--- config.mk ---
export PLATFORM = sky130hd
export DESIGN_NAME = adpcm_3bit_codec_top
export DESIGN_NICKNAME = d
export VERILOG_FILES = /design/src/hw/rtl/acf_pkg.sv /design/src/hw/rtl/acf_front.sv /design/src/hw/rtl/acf_queue.sv /design/src/hw/rtl/acf_back.sv /design/src/hw/rtl/adpcm_3bit_codec_top.sv
export SDC_FILE = /design/constraint.sdc
export NUM_CORES = 1
export LEC_CHECK = 0
export BUFFER_PORTS_ARGS = -buffer_cell sky130_fd_sc_hd__buf_2
export CAP_MARGIN = 20
export CORE_MARGIN = 2
export CORE_UTILIZATION = 60
export DETAILED_ROUTE_END_ITERATION = 7
export MAX_ROUTING_LAYER = met4
export PLACE_DENSITY_LB_ADDON = 0.2
export SLEW_MARGIN = 20
export SYNTH_ARGS = -nofsm -noshare
export SYNTH_HDL_FRONTEND = slang
export SYNTH_HIERARCHICAL = 1
export SYNTH_SLANG_ARGS = --single-unit
--- constraint.sdc ---
create_clock -name i_clk -period 14.8 [get_ports i_clk]
set_clock_uncertainty 0.1 [all_clocks]
set_input_delay 2.96 -clock i_clk [delete_from_list [all_inputs] [get_ports i_clk]]
set_output_delay 2.96 -clock i_clk [all_outputs]
set_load 0.01 [all_outputs]
--- src/hw/rtl/acf_pkg.sv ---
`timescale 1ns / 1ps
// shared types and constants for the 3-bit adpcm codec
package acf_pkg;

    localparam int unsigned MaxIndex = 88;

    // operation codes, equal to the input mode codes
    typedef enum logic [1:0] {
        OP_ENC  = 2'd0,
        OP_DEC  = 2'd1,
        OP_LOAD = 2'd2,
        OP_HDR  = 2'd3
    } t_op;

    // result kinds
    typedef enum logic [1:0] {
        KIND_BYTE   = 2'd0,
        KIND_SAMPLE = 2'd1,
        KIND_HEADER = 2'd2
    } t_kind;

    // one queued operation
    typedef struct packed {
        t_op                op;
        logic signed [15:0] value;   // sample to encode or start predictor
        logic [6:0]         index;   // saturated start index
        logic               eof;
        logic [8:0]         codes;   // unpacked codes, first one on top
        logic               three;   // third code present
    } t_entry;

endpackage

--- src/hw/rtl/acf_front.sv ---
`timescale 1ns / 1ps
// front end: classifies input words and unpacks code bytes into queue entries
module acf_front (
    input  logic                i_clk,
    input  logic                i_rst_n,
    input  logic                i_accept,
    input  logic [1:0]          i_mode,
    input  logic signed [15:0]  i_sample,
    input  logic [7:0]          i_packed_byte,
    input  logic signed [15:0]  i_start_predictor,
    input  logic [6:0]          i_start_index,
    input  logic                i_end_of_frame,
    output acf_pkg::t_entry     o_entry
);

    logic [1:0] r_ub;
    logic [1:0] r_ucnt;
    logic [1:0] n_ub;
    logic [1:0] n_ucnt;
    logic [9:0] w_bits;
    logic [9:0] w_aligned;
    acf_pkg::t_op w_op;

    assign w_op      = acf_pkg::t_op'(i_mode);
    assign w_bits    = {r_ub, i_packed_byte};
    // put the oldest leftover bit at the top of the window
    assign w_aligned = 10'(w_bits << (2'd2 - r_ucnt));

    always_comb begin
        o_entry.op    = w_op;
        o_entry.value = (w_op == acf_pkg::OP_LOAD) ? i_start_predictor : i_sample;
        o_entry.index = (i_start_index > 7'(acf_pkg::MaxIndex)) ?
                        7'(acf_pkg::MaxIndex) : i_start_index;
        o_entry.eof   = i_end_of_frame;
        o_entry.codes = {w_aligned[9:7], w_aligned[6:4], w_aligned[3:1]};
        o_entry.three = (r_ucnt != 2'd0);

        n_ub   = r_ub;
        n_ucnt = r_ucnt;
        if (w_op == acf_pkg::OP_DEC) begin
            case (r_ucnt)
                2'd1: begin
                    n_ub   = 2'd0;
                    n_ucnt = 2'd0;
                end
                2'd2: begin
                    n_ub   = {1'b0, i_packed_byte[0]};
                    n_ucnt = 2'd1;
                end
                default: begin
                    n_ub   = i_packed_byte[1:0];
                    n_ucnt = 2'd2;
                end
            endcase
        end else if (w_op == acf_pkg::OP_LOAD) begin
            n_ub   = 2'd0;
            n_ucnt = 2'd0;
        end
    end

    always_ff @(posedge i_clk) begin
        if (!i_rst_n) begin
            r_ub   <= 2'd0;
            r_ucnt <= 2'd0;
        end else if (i_accept) begin
            r_ub   <= n_ub;
            r_ucnt <= n_ucnt;
        end
    end

endmodule

--- src/hw/rtl/acf_queue.sv ---
`timescale 1ns / 1ps
// two-entry queue between front end and back end
module acf_queue (
    input  logic            i_clk,
    input  logic            i_rst_n,
    input  logic            i_push,
    input  acf_pkg::t_entry i_entry,
    output logic            o_full,
    input  logic            i_pop,
    output logic            o_valid,
    output acf_pkg::t_entry o_entry
);

    acf_pkg::t_entry r_mem [2];
    logic            r_wr;
    logic            r_rd;
    logic [1:0]      r_count;

    assign o_full  = (r_count == 2'd2);
    assign o_valid = (r_count != 2'd0);
    assign o_entry = r_mem[r_rd];

    always_ff @(posedge i_clk) begin
        if (i_push) begin
            r_mem[r_wr] <= i_entry;
        end
    end

    always_ff @(posedge i_clk) begin
        if (!i_rst_n) begin
            r_wr    <= 1'b0;
            r_rd    <= 1'b0;
            r_count <= 2'd0;
        end else begin
            if (i_push) begin
                r_wr <= ~r_wr;
            end
            if (i_pop) begin
                r_rd <= ~r_rd;
            end
            r_count <= r_count + 2'(i_push) - 2'(i_pop);
        end
    end

endmodule

--- src/hw/rtl/acf_back.sv ---
`timescale 1ns / 1ps
// back end: encoder and decoder predictors, bit packer and output register
module acf_back (
    input  logic                i_clk,
    input  logic                i_rst_n,
    input  logic                i_op_valid,
    input  acf_pkg::t_entry     i_op,
    output logic                o_pop,
    input  logic                i_stall,
    output logic                o_valid,
    output logic [1:0]          o_kind,
    output logic [7:0]          o_out_byte,
    output logic signed [15:0]  o_out_sample,
    output logic [6:0]          o_out_index,
    output logic                o_last
);

    localparam logic [14:0] StepTable [0:88] = '{
        15'd7, 15'd8, 15'd9, 15'd10, 15'd11, 15'd12, 15'd13, 15'd14, 15'd16, 15'd17,
        15'd19, 15'd21, 15'd23, 15'd25, 15'd28, 15'd31, 15'd34, 15'd37, 15'd41, 15'd45,
        15'd50, 15'd55, 15'd60, 15'd66, 15'd73, 15'd80, 15'd88, 15'd97, 15'd107, 15'd118,
        15'd130, 15'd143, 15'd157, 15'd173, 15'd190, 15'd209, 15'd230, 15'd253, 15'd279,
        15'd307, 15'd337, 15'd371, 15'd408, 15'd449, 15'd494, 15'd544, 15'd598, 15'd658,
        15'd724, 15'd796, 15'd876, 15'd963, 15'd1060, 15'd1166, 15'd1282, 15'd1411,
        15'd1552, 15'd1707, 15'd1878, 15'd2066, 15'd2272, 15'd2499, 15'd2749, 15'd3024,
        15'd3327, 15'd3660, 15'd4026, 15'd4428, 15'd4871, 15'd5358, 15'd5894, 15'd6484,
        15'd7132, 15'd7845, 15'd8630, 15'd9493, 15'd10442, 15'd11487, 15'd12635,
        15'd13899, 15'd15289, 15'd16818, 15'd18500, 15'd20350, 15'd22385, 15'd24623,
        15'd27086, 15'd29794, 15'd32767
    };

    function automatic logic [14:0] step_size(input logic [6:0] idx);
        if (idx > 7'(acf_pkg::MaxIndex)) begin
            return StepTable[acf_pkg::MaxIndex];
        end
        return StepTable[idx];
    endfunction

    function automatic logic [6:0] next_index(input logic [6:0] idx, input logic [1:0] mag);
        logic [6:0] sum;
        sum = idx + ((mag == 2'd3) ? 7'd8 : 7'd4);
        if (mag[1] == 1'b0) begin
            return (idx == 7'd0) ? 7'd0 : idx - 7'd1;
        end
        return (sum > 7'(acf_pkg::MaxIndex)) ? 7'(acf_pkg::MaxIndex) : sum;
    endfunction

    // predictor update with 16-bit saturation
    function automatic logic signed [15:0] predict(input logic signed [15:0] pred,
                                                   input logic [14:0] step,
                                                   input logic [2:0] code);
        logic [16:0]        vp;
        logic signed [17:0] pe;
        logic signed [17:0] ve;
        logic signed [17:0] sum;
        vp  = {4'd0, step[14:2]} + (code[1] ? {2'd0, step} : 17'd0)
            + (code[0] ? {3'd0, step[14:1]} : 17'd0);
        pe  = {{2{pred[15]}}, pred};
        ve  = {1'b0, vp};
        sum = code[2] ? pe - ve : pe + ve;
        if (sum > 18'sd32767) begin
            return 16'sh7fff;
        end
        if (sum < -18'sd32768) begin
            return 16'sh8000;
        end
        return sum[15:0];
    endfunction

    logic signed [15:0] r_enc_pred;
    logic [6:0]         r_enc_idx;
    logic [7:0]         r_pack_buf;
    logic [2:0]         r_pack_cnt;
    logic signed [15:0] r_dec_pred;
    logic [6:0]         r_dec_idx;
    logic [1:0]         r_sub;

    logic signed [15:0] n_enc_pred;
    logic [6:0]         n_enc_idx;
    logic [7:0]         n_pack_buf;
    logic [2:0]         n_pack_cnt;
    logic signed [15:0] n_dec_pred;
    logic [6:0]         n_dec_idx;
    logic [1:0]         n_sub;

    logic               r_o_valid;
    logic [1:0]         r_kind;
    logic [7:0]         r_byte;
    logic signed [15:0] r_sample;
    logic [6:0]         r_index;
    logic               r_last;

    logic               w_free;
    logic               w_go;
    logic               w_emit;
    acf_pkg::t_kind     w_kind;
    logic [7:0]         w_byte;
    logic signed [15:0] w_sample;
    logic [6:0]         w_index;
    logic               w_last;

    // encoder datapath
    logic [14:0]        w_step_e;
    logic signed [16:0] w_diff;
    logic [16:0]        w_absd;
    logic [16:0]        w_rem;
    logic [2:0]         w_code_e;
    logic [10:0]        w_window;
    logic               w_full;
    logic [7:0]         w_buf_after;
    logic [2:0]         w_cnt_after;

    // decoder datapath
    logic [2:0]         w_code_d;
    logic               w_dec_end;

    assign w_free = !r_o_valid || !i_stall;
    assign w_go   = i_op_valid && w_free;

    always_comb begin
        w_step_e    = step_size(r_enc_idx);
        w_diff      = {i_op.value[15], i_op.value} - {r_enc_pred[15], r_enc_pred};
        w_absd      = w_diff[16] ? 17'(-w_diff) : 17'(w_diff);
        w_code_e[2] = w_diff[16];
        w_code_e[1] = (w_absd >= {2'd0, w_step_e});
        w_rem       = w_code_e[1] ? w_absd - {2'd0, w_step_e} : w_absd;
        w_code_e[0] = (w_rem >= {3'd0, w_step_e[14:1]});
        // code lands right under the bits already in the buffer
        w_window    = {r_pack_buf, 3'd0} | 11'({8'd0, w_code_e} << (4'd8 - {1'b0, r_pack_cnt}));
        w_full      = (r_pack_cnt >= 3'd5);
        w_buf_after = w_full ? {w_window[2:0], 5'd0} : w_window[10:3];
        w_cnt_after = w_full ? r_pack_cnt - 3'd5 : r_pack_cnt + 3'd3;

        case (r_sub)
            2'd0:    w_code_d = i_op.codes[8:6];
            2'd1:    w_code_d = i_op.codes[5:3];
            default: w_code_d = i_op.codes[2:0];
        endcase
        w_dec_end = (r_sub == 2'd2) || (!i_op.three && r_sub == 2'd1);
    end

    always_comb begin
        n_enc_pred = r_enc_pred;
        n_enc_idx  = r_enc_idx;
        n_pack_buf = r_pack_buf;
        n_pack_cnt = r_pack_cnt;
        n_dec_pred = r_dec_pred;
        n_dec_idx  = r_dec_idx;
        n_sub      = r_sub;
        o_pop      = 1'b0;
        w_emit     = 1'b0;
        w_kind     = acf_pkg::KIND_BYTE;
        w_byte     = 8'd0;
        w_sample   = 16'sd0;
        w_index    = 7'd0;
        w_last     = 1'b0;

        if (w_go) begin
            unique case (i_op.op)
                acf_pkg::OP_ENC: begin
                    if (r_sub == 2'd0) begin
                        n_enc_pred = predict(r_enc_pred, w_step_e, w_code_e);
                        n_enc_idx  = next_index(r_enc_idx, w_code_e[1:0]);
                        n_pack_buf = w_buf_after;
                        n_pack_cnt = w_cnt_after;
                        o_pop      = 1'b1;
                        if (w_full) begin
                            w_emit = 1'b1;
                            w_byte = w_window[10:3];
                            w_last = 1'b1;
                        end
                        if (i_op.eof) begin
                            n_pack_buf = 8'd0;
                            n_pack_cnt = 3'd0;
                            if (w_cnt_after != 3'd0) begin
                                if (w_full) begin
                                    // flush byte goes out from the held buffer in the r_sub == 1 step
                                    n_pack_buf = w_buf_after;
                                    n_pack_cnt = w_cnt_after;
                                    w_last     = 1'b0;
                                    o_pop      = 1'b0;
                                    n_sub      = 2'd1;
                                end else begin
                                    w_emit = 1'b1;
                                    w_byte = w_buf_after;
                                    w_last = 1'b1;
                                end
                            end
                        end
                    end else begin
                        w_emit     = 1'b1;
                        w_byte     = r_pack_buf;
                        w_last     = 1'b1;
                        n_pack_buf = 8'd0;
                        n_pack_cnt = 3'd0;
                        n_sub      = 2'd0;
                        o_pop      = 1'b1;
                    end
                end
                acf_pkg::OP_DEC: begin
                    n_dec_pred = predict(r_dec_pred, step_size(r_dec_idx), w_code_d);
                    n_dec_idx  = next_index(r_dec_idx, w_code_d[1:0]);
                    w_emit     = 1'b1;
                    w_kind     = acf_pkg::KIND_SAMPLE;
                    w_sample   = n_dec_pred;
                    w_last     = w_dec_end;
                    if (w_dec_end) begin
                        n_sub = 2'd0;
                        o_pop = 1'b1;
                    end else begin
                        n_sub = r_sub + 2'd1;
                    end
                end
                acf_pkg::OP_LOAD: begin
                    n_dec_pred = i_op.value;
                    n_dec_idx  = i_op.index;
                    o_pop      = 1'b1;
                end
                acf_pkg::OP_HDR: begin
                    n_pack_buf = 8'd0;
                    n_pack_cnt = 3'd0;
                    w_emit     = 1'b1;
                    w_kind     = acf_pkg::KIND_HEADER;
                    w_sample   = r_enc_pred;
                    w_index    = r_enc_idx;
                    w_last     = 1'b1;
                    o_pop      = 1'b1;
                end
                default: begin
                    o_pop = 1'b1;
                end
            endcase
        end
    end

    always_ff @(posedge i_clk) begin
        if (!i_rst_n) begin
            r_enc_pred <= 16'sd0;
            r_enc_idx  <= 7'd0;
            r_pack_buf <= 8'd0;
            r_pack_cnt <= 3'd0;
            r_dec_pred <= 16'sd0;
            r_dec_idx  <= 7'd0;
            r_sub      <= 2'd0;
            r_o_valid  <= 1'b0;
        end else begin
            r_enc_pred <= n_enc_pred;
            r_enc_idx  <= n_enc_idx;
            r_pack_buf <= n_pack_buf;
            r_pack_cnt <= n_pack_cnt;
            r_dec_pred <= n_dec_pred;
            r_dec_idx  <= n_dec_idx;
            r_sub      <= n_sub;
            if (w_free) begin
                r_o_valid <= w_emit;
            end
        end
    end

    always_ff @(posedge i_clk) begin
        if (w_free && w_emit) begin
            r_kind   <= w_kind;
            r_byte   <= w_byte;
            r_sample <= w_sample;
            r_index  <= w_index;
            r_last   <= w_last;
        end
    end

    assign o_valid      = r_o_valid;
    assign o_kind       = r_kind;
    assign o_out_byte   = r_byte;
    assign o_out_sample = r_sample;
    assign o_out_index  = r_index;
    assign o_last       = r_last;

    a_enc_idx_range: assert property (@(posedge i_clk) disable iff (!i_rst_n)
        r_enc_idx <= 7'(acf_pkg::MaxIndex))
        else $error("encoder step index out of range");

    a_dec_idx_range: assert property (@(posedge i_clk) disable iff (!i_rst_n)
        r_dec_idx <= 7'(acf_pkg::MaxIndex))
        else $error("decoder step index out of range");

    a_sub_has_op: assert property (@(posedge i_clk) disable iff (!i_rst_n)
        (r_sub != 2'd0) |-> i_op_valid)
        else $error("operation in progress but queue is empty");

    a_enc_one_flush: assert property (@(posedge i_clk) disable iff (!i_rst_n)
        (r_sub != 2'd0 && i_op.op == acf_pkg::OP_ENC) |-> (r_sub == 2'd1))
        else $error("encode step counter past flush");

endmodule

--- src/hw/rtl/adpcm_3bit_codec_top.sv ---
`timescale 1ns / 1ps
// top level of the 3-bit adpcm codec
//
//  channel | handshake          | payload
//  --------+--------------------+----------------------------------------------------
//  input   | i_valid / o_stall  | i_mode i_sample i_packed_byte i_start_predictor
//          |                    | i_start_index i_end_of_frame
//  output  | o_valid / i_stall  | o_kind o_out_byte o_out_sample o_out_index o_last
//
// a word enters the two-entry queue in the cycle it is accepted; the back end
// works while the output register is free: an encoded sample gives a byte when
// the packer fills, then at end of frame a flush byte of leftover codes; a packed
// byte gives two or three samples, a header word one header, a load word no result
// o_stall rises only while the queue is full; the output register frees when taken
// synchronous active-low reset clears all predictor, index and packer state
module adpcm_3bit_codec_top (
    input  logic                i_clk,
    input  logic                i_rst_n,
    input  logic                i_valid,
    output logic                o_stall,
    input  logic [1:0]          i_mode,
    input  logic signed [15:0]  i_sample,
    input  logic [7:0]          i_packed_byte,
    input  logic signed [15:0]  i_start_predictor,
    input  logic [6:0]          i_start_index,
    input  logic                i_end_of_frame,
    output logic                o_valid,
    input  logic                i_stall,
    output logic [1:0]          o_kind,
    output logic [7:0]          o_out_byte,
    output logic signed [15:0]  o_out_sample,
    output logic [6:0]          o_out_index,
    output logic                o_last
);

    acf_pkg::t_entry w_new;
    acf_pkg::t_entry w_head;
    logic            w_full;
    logic            w_accept;
    logic            w_head_valid;
    logic            w_pop;

    assign o_stall  = w_full;
    assign w_accept = i_valid && !w_full;

    acf_front u_front (
        .i_clk             (i_clk),
        .i_rst_n           (i_rst_n),
        .i_accept          (w_accept),
        .i_mode            (i_mode),
        .i_sample          (i_sample),
        .i_packed_byte     (i_packed_byte),
        .i_start_predictor (i_start_predictor),
        .i_start_index     (i_start_index),
        .i_end_of_frame    (i_end_of_frame),
        .o_entry           (w_new)
    );

    acf_queue u_queue (
        .i_clk   (i_clk),
        .i_rst_n (i_rst_n),
        .i_push  (w_accept),
        .i_entry (w_new),
        .o_full  (w_full),
        .i_pop   (w_pop),
        .o_valid (w_head_valid),
        .o_entry (w_head)
    );

    acf_back u_back (
        .i_clk        (i_clk),
        .i_rst_n      (i_rst_n),
        .i_op_valid   (w_head_valid),
        .i_op         (w_head),
        .o_pop        (w_pop),
        .i_stall      (i_stall),
        .o_valid      (o_valid),
        .o_kind       (o_kind),
        .o_out_byte   (o_out_byte),
        .o_out_sample (o_out_sample),
        .o_out_index  (o_out_index),
        .o_last       (o_last)
    );

endmodule
==> flow_metrics.tcl <==
set metrics [dict create \
    crit_family "compound AO/OA/AOI/OAI gates" \
    nets 2550 \
    start_util_pct 60.42 \
    fmax_ghz 0.07294 \
    hold_path_end "u_back/r_dec_pred[5]" \
    rows 65 \
    syn-cell-area_um2 18920 \
    globalplace.congestion 1.011 \
    max_stage_delay_ns 0.54 \
    core_area_um2 31310 \
    grt_max_degree 70 \
    grt_pass1_vias 16880 \
    clockRootBuffer "clkbuf_16" \
    drt-total-wl_mm 53.85 \
    min-delay-start "u_back/r_dec_pred[5]" \
    synth_warnings 6 \
    end_kind "register" \
    syn2layout_area_growth_pct 6.720 \
    dieArea_um2 32960 \
    critical_path_class "reg -> reg" \
    ys_seq_area_share_pct 24.13 \
    rsz0062_at_grt "false" \
    synth_ff_type "edfxtp_1" \
    via_per_inst 6.479 \
    ant_nets 0 \
    fin_area_um2 20190 \
    placedInstanceArea_um2 19530 \
    drc 0 \
    period_share_pct 92.64 \
    dr.pass1.iters 6 \
    die_w_um 181.6 \
    clock_path_buffers 2 \
    grt_pass1_wl_mm 87.10 \
    detail_route.wl_per_cell_um 19.91 \
    max_cap_viol_count 0 \
    setup.worst_path.start_class "register" \
    synth_nets 2543 \
    worstReg2RegEnd "u_back/r_enc_pred[0]" \
    status "completed" \
    timing.setup.tns_ns 0 \
    holdWs_ns 0.3832 \
    cts.sinks 175 \
    drive_gt1_share_pct 12.08 \
    dpl.hpwl_mm 40.75 \
    critPathSlowestCell "dfxtp_4" \
    hold_path_class "reg -> reg" \
    fin_crit_ns 13.71 \
    hold_buffers 0 \
    setup-violations-final 0 \
    ys_types 104 \
    syn-instance-count 2282 \
    ys_seq_elements 175 \
    cts_buffers 17 \
    ys_async_sr_fraction_pct 0 \
    cp_max_fo 46 \
    numPortBuffers 89 \
    syn_area_per_cell_um2 8.290 \
    grt_usage_pct 33.52 \
    drt_iter0_drc 1682 \
    ios 90 \
    h-tree-depth 4 \
    most-common-layout-cells "a21oi_1, nor2_1, o21ai_0" \
    synth-edff-count 106 \
    clk_pin_slew_ns 0.09 \
    max_slew_margin_pct 24.94 \
    cp_data_arrival_time_ns 13.96 \
    clock_latency_ns 0.46 \
    r2r_cells 63 \
    reg2reg_slack_ns 1.09 \
    post_cts_buffers 0 \
    cts_tree "yes" \
    crit_required_ns 15.05 \
    die_height_um 181.6 \
    timing_hold_violations_final 0 \
    critPathBufInv 5 \
    overflow 0 \
    ctsResizeCount 0 \
    maxSlewViolCount 0 \
    num_vias 17530 \
    min_path_cells 1 \
    worst_pin_slew_ns 1.126 \
    antenna_found_initial 1 \
]
[registers in the layout, summed over array words and instances, names as in the netlist, 3 cells and up, named ones only]
signal / flops
u_back/r_enc_idx: 7
u_back/o_out_index: 7
u_back/r_dec_pred: 16
u_back/o_out_sample: 16
u_queue/r_mem: 72
u_back/r_enc_pred: 16
u_back/r_dec_idx: 7
u_back/r_pack_buf: 8
u_back/o_out_byte: 8
u_back/r_pack_cnt: 3
[Yosys cell counts (7+ instances only)]
cell	instances	share of area [%]
a31oi_1	30	0.99
a211o_1	8	0.37
mux2_4	30	2.4
a32o_1	8	0.42
ha_1	173	11
xor2_1	48	2.2
o21ai_1	9	0.24
inv_1	128	2.5
a21boi_0	13	0.52
edfxtp_1	106	17
nand2_1	182	3.6
buf_1	15	0.30
mux2i_1	13	0.69
a221oi_1	8	0.37
a22o_1	7	0.32
buf_2	12	0.32
fa_1	34	3.6
a21o_1	40	1.6
o311ai_0	14	0.65
o22ai_1	18	0.60
o211a_1	8	0.42
o31ai_1	9	0.36
clkbuf_1	91	1.8
a211oi_1	32	1.3
nor3_1	43	1.1
nor2_1	203	4.0
nand2b_1	30	0.99
a21oi_1	204	5.4
nor2b_1	41	1.4
nand4_1	13	0.43
o211ai_1	26	1.0
or2_2	14	0.46
nand3_1	41	1.1
o31a_1	8	0.37
o21bai_1	7	0.28
or3_1	30	0.99
and3_1	23	0.76
xnor2_1	78	3.6
a311oi_1	8	0.37
o21ai_0	196	5.2
o21a_1	23	0.91
mux2_2	31	1.8
dfxtp_1	69	7.3
and2_1	22	0.73
[final cells by class]
| class | instances | area, um2 |
|---|---|---|
| fill | 2698 | 11120 |
| inverter | 129 | 484.2 |
| antenna | 1 | 2.502 |
| timing repair buffer | 117 | 661.9 |
| sequential | 175 | 4572 |
| clock inverter | 15 | 215.2 |
| multi-input combinational | 1849 | 13320 |
| tap | 402 | 503.0 |
| clock buffer | 17 | 425.4 |
[metrics by stage]
stage	worst slack (ns)	util, %	instances
finish	1.089	64.48	2705
floorplan	1.831	-	2282
global placement	1.295	62.37	2672
global route	0.05144	64.48	2705
detailed placement	0.8244	62.37	2672
CTS	0.7838	64.41	2704
[worst max path at each step]
| stage | end | slack (ns) | cells past startpoint |
|---|---|---|---|
| after CTS | u_back/r_enc_pred[0] | 0.78 | 63 |
| after global placement | u_back/r_enc_pred[0] | 1.30 | 63 |
| final | u_back/r_enc_pred[0] | 1.09 | 63 |
| after global routing | u_back/r_enc_pred[0] | 0.05 | 63 |
| after floorplan | u_back/r_enc_pred[0] | 1.83 | 67 |
| after detailed placement | u_back/r_enc_pred[0] | 0.82 | 63 |
[routing by layer]
layer | track usage [%] | routed length (um)
met1 | 41.93 | 22920
met5 | - | 0
met4 | 12.65 | 1782
met3 | 4.091 | 3256
met2 | 55.75 | 25890
[cell families after synthesis]
logic type      after synthesis  share of synthesized area (%)
compound gates              745                          25.46
xor+xnor                    130                          6.244
fa+ha+maj                   207                          15.04
buf+inv                     258                          5.655
flops                       175                          24.13
mux                          81                          5.807
simple gates                686                          17.67
Power is not shown: default switching activity piles up to over one toggle a cycle in this logic, so the estimate is an artifact.
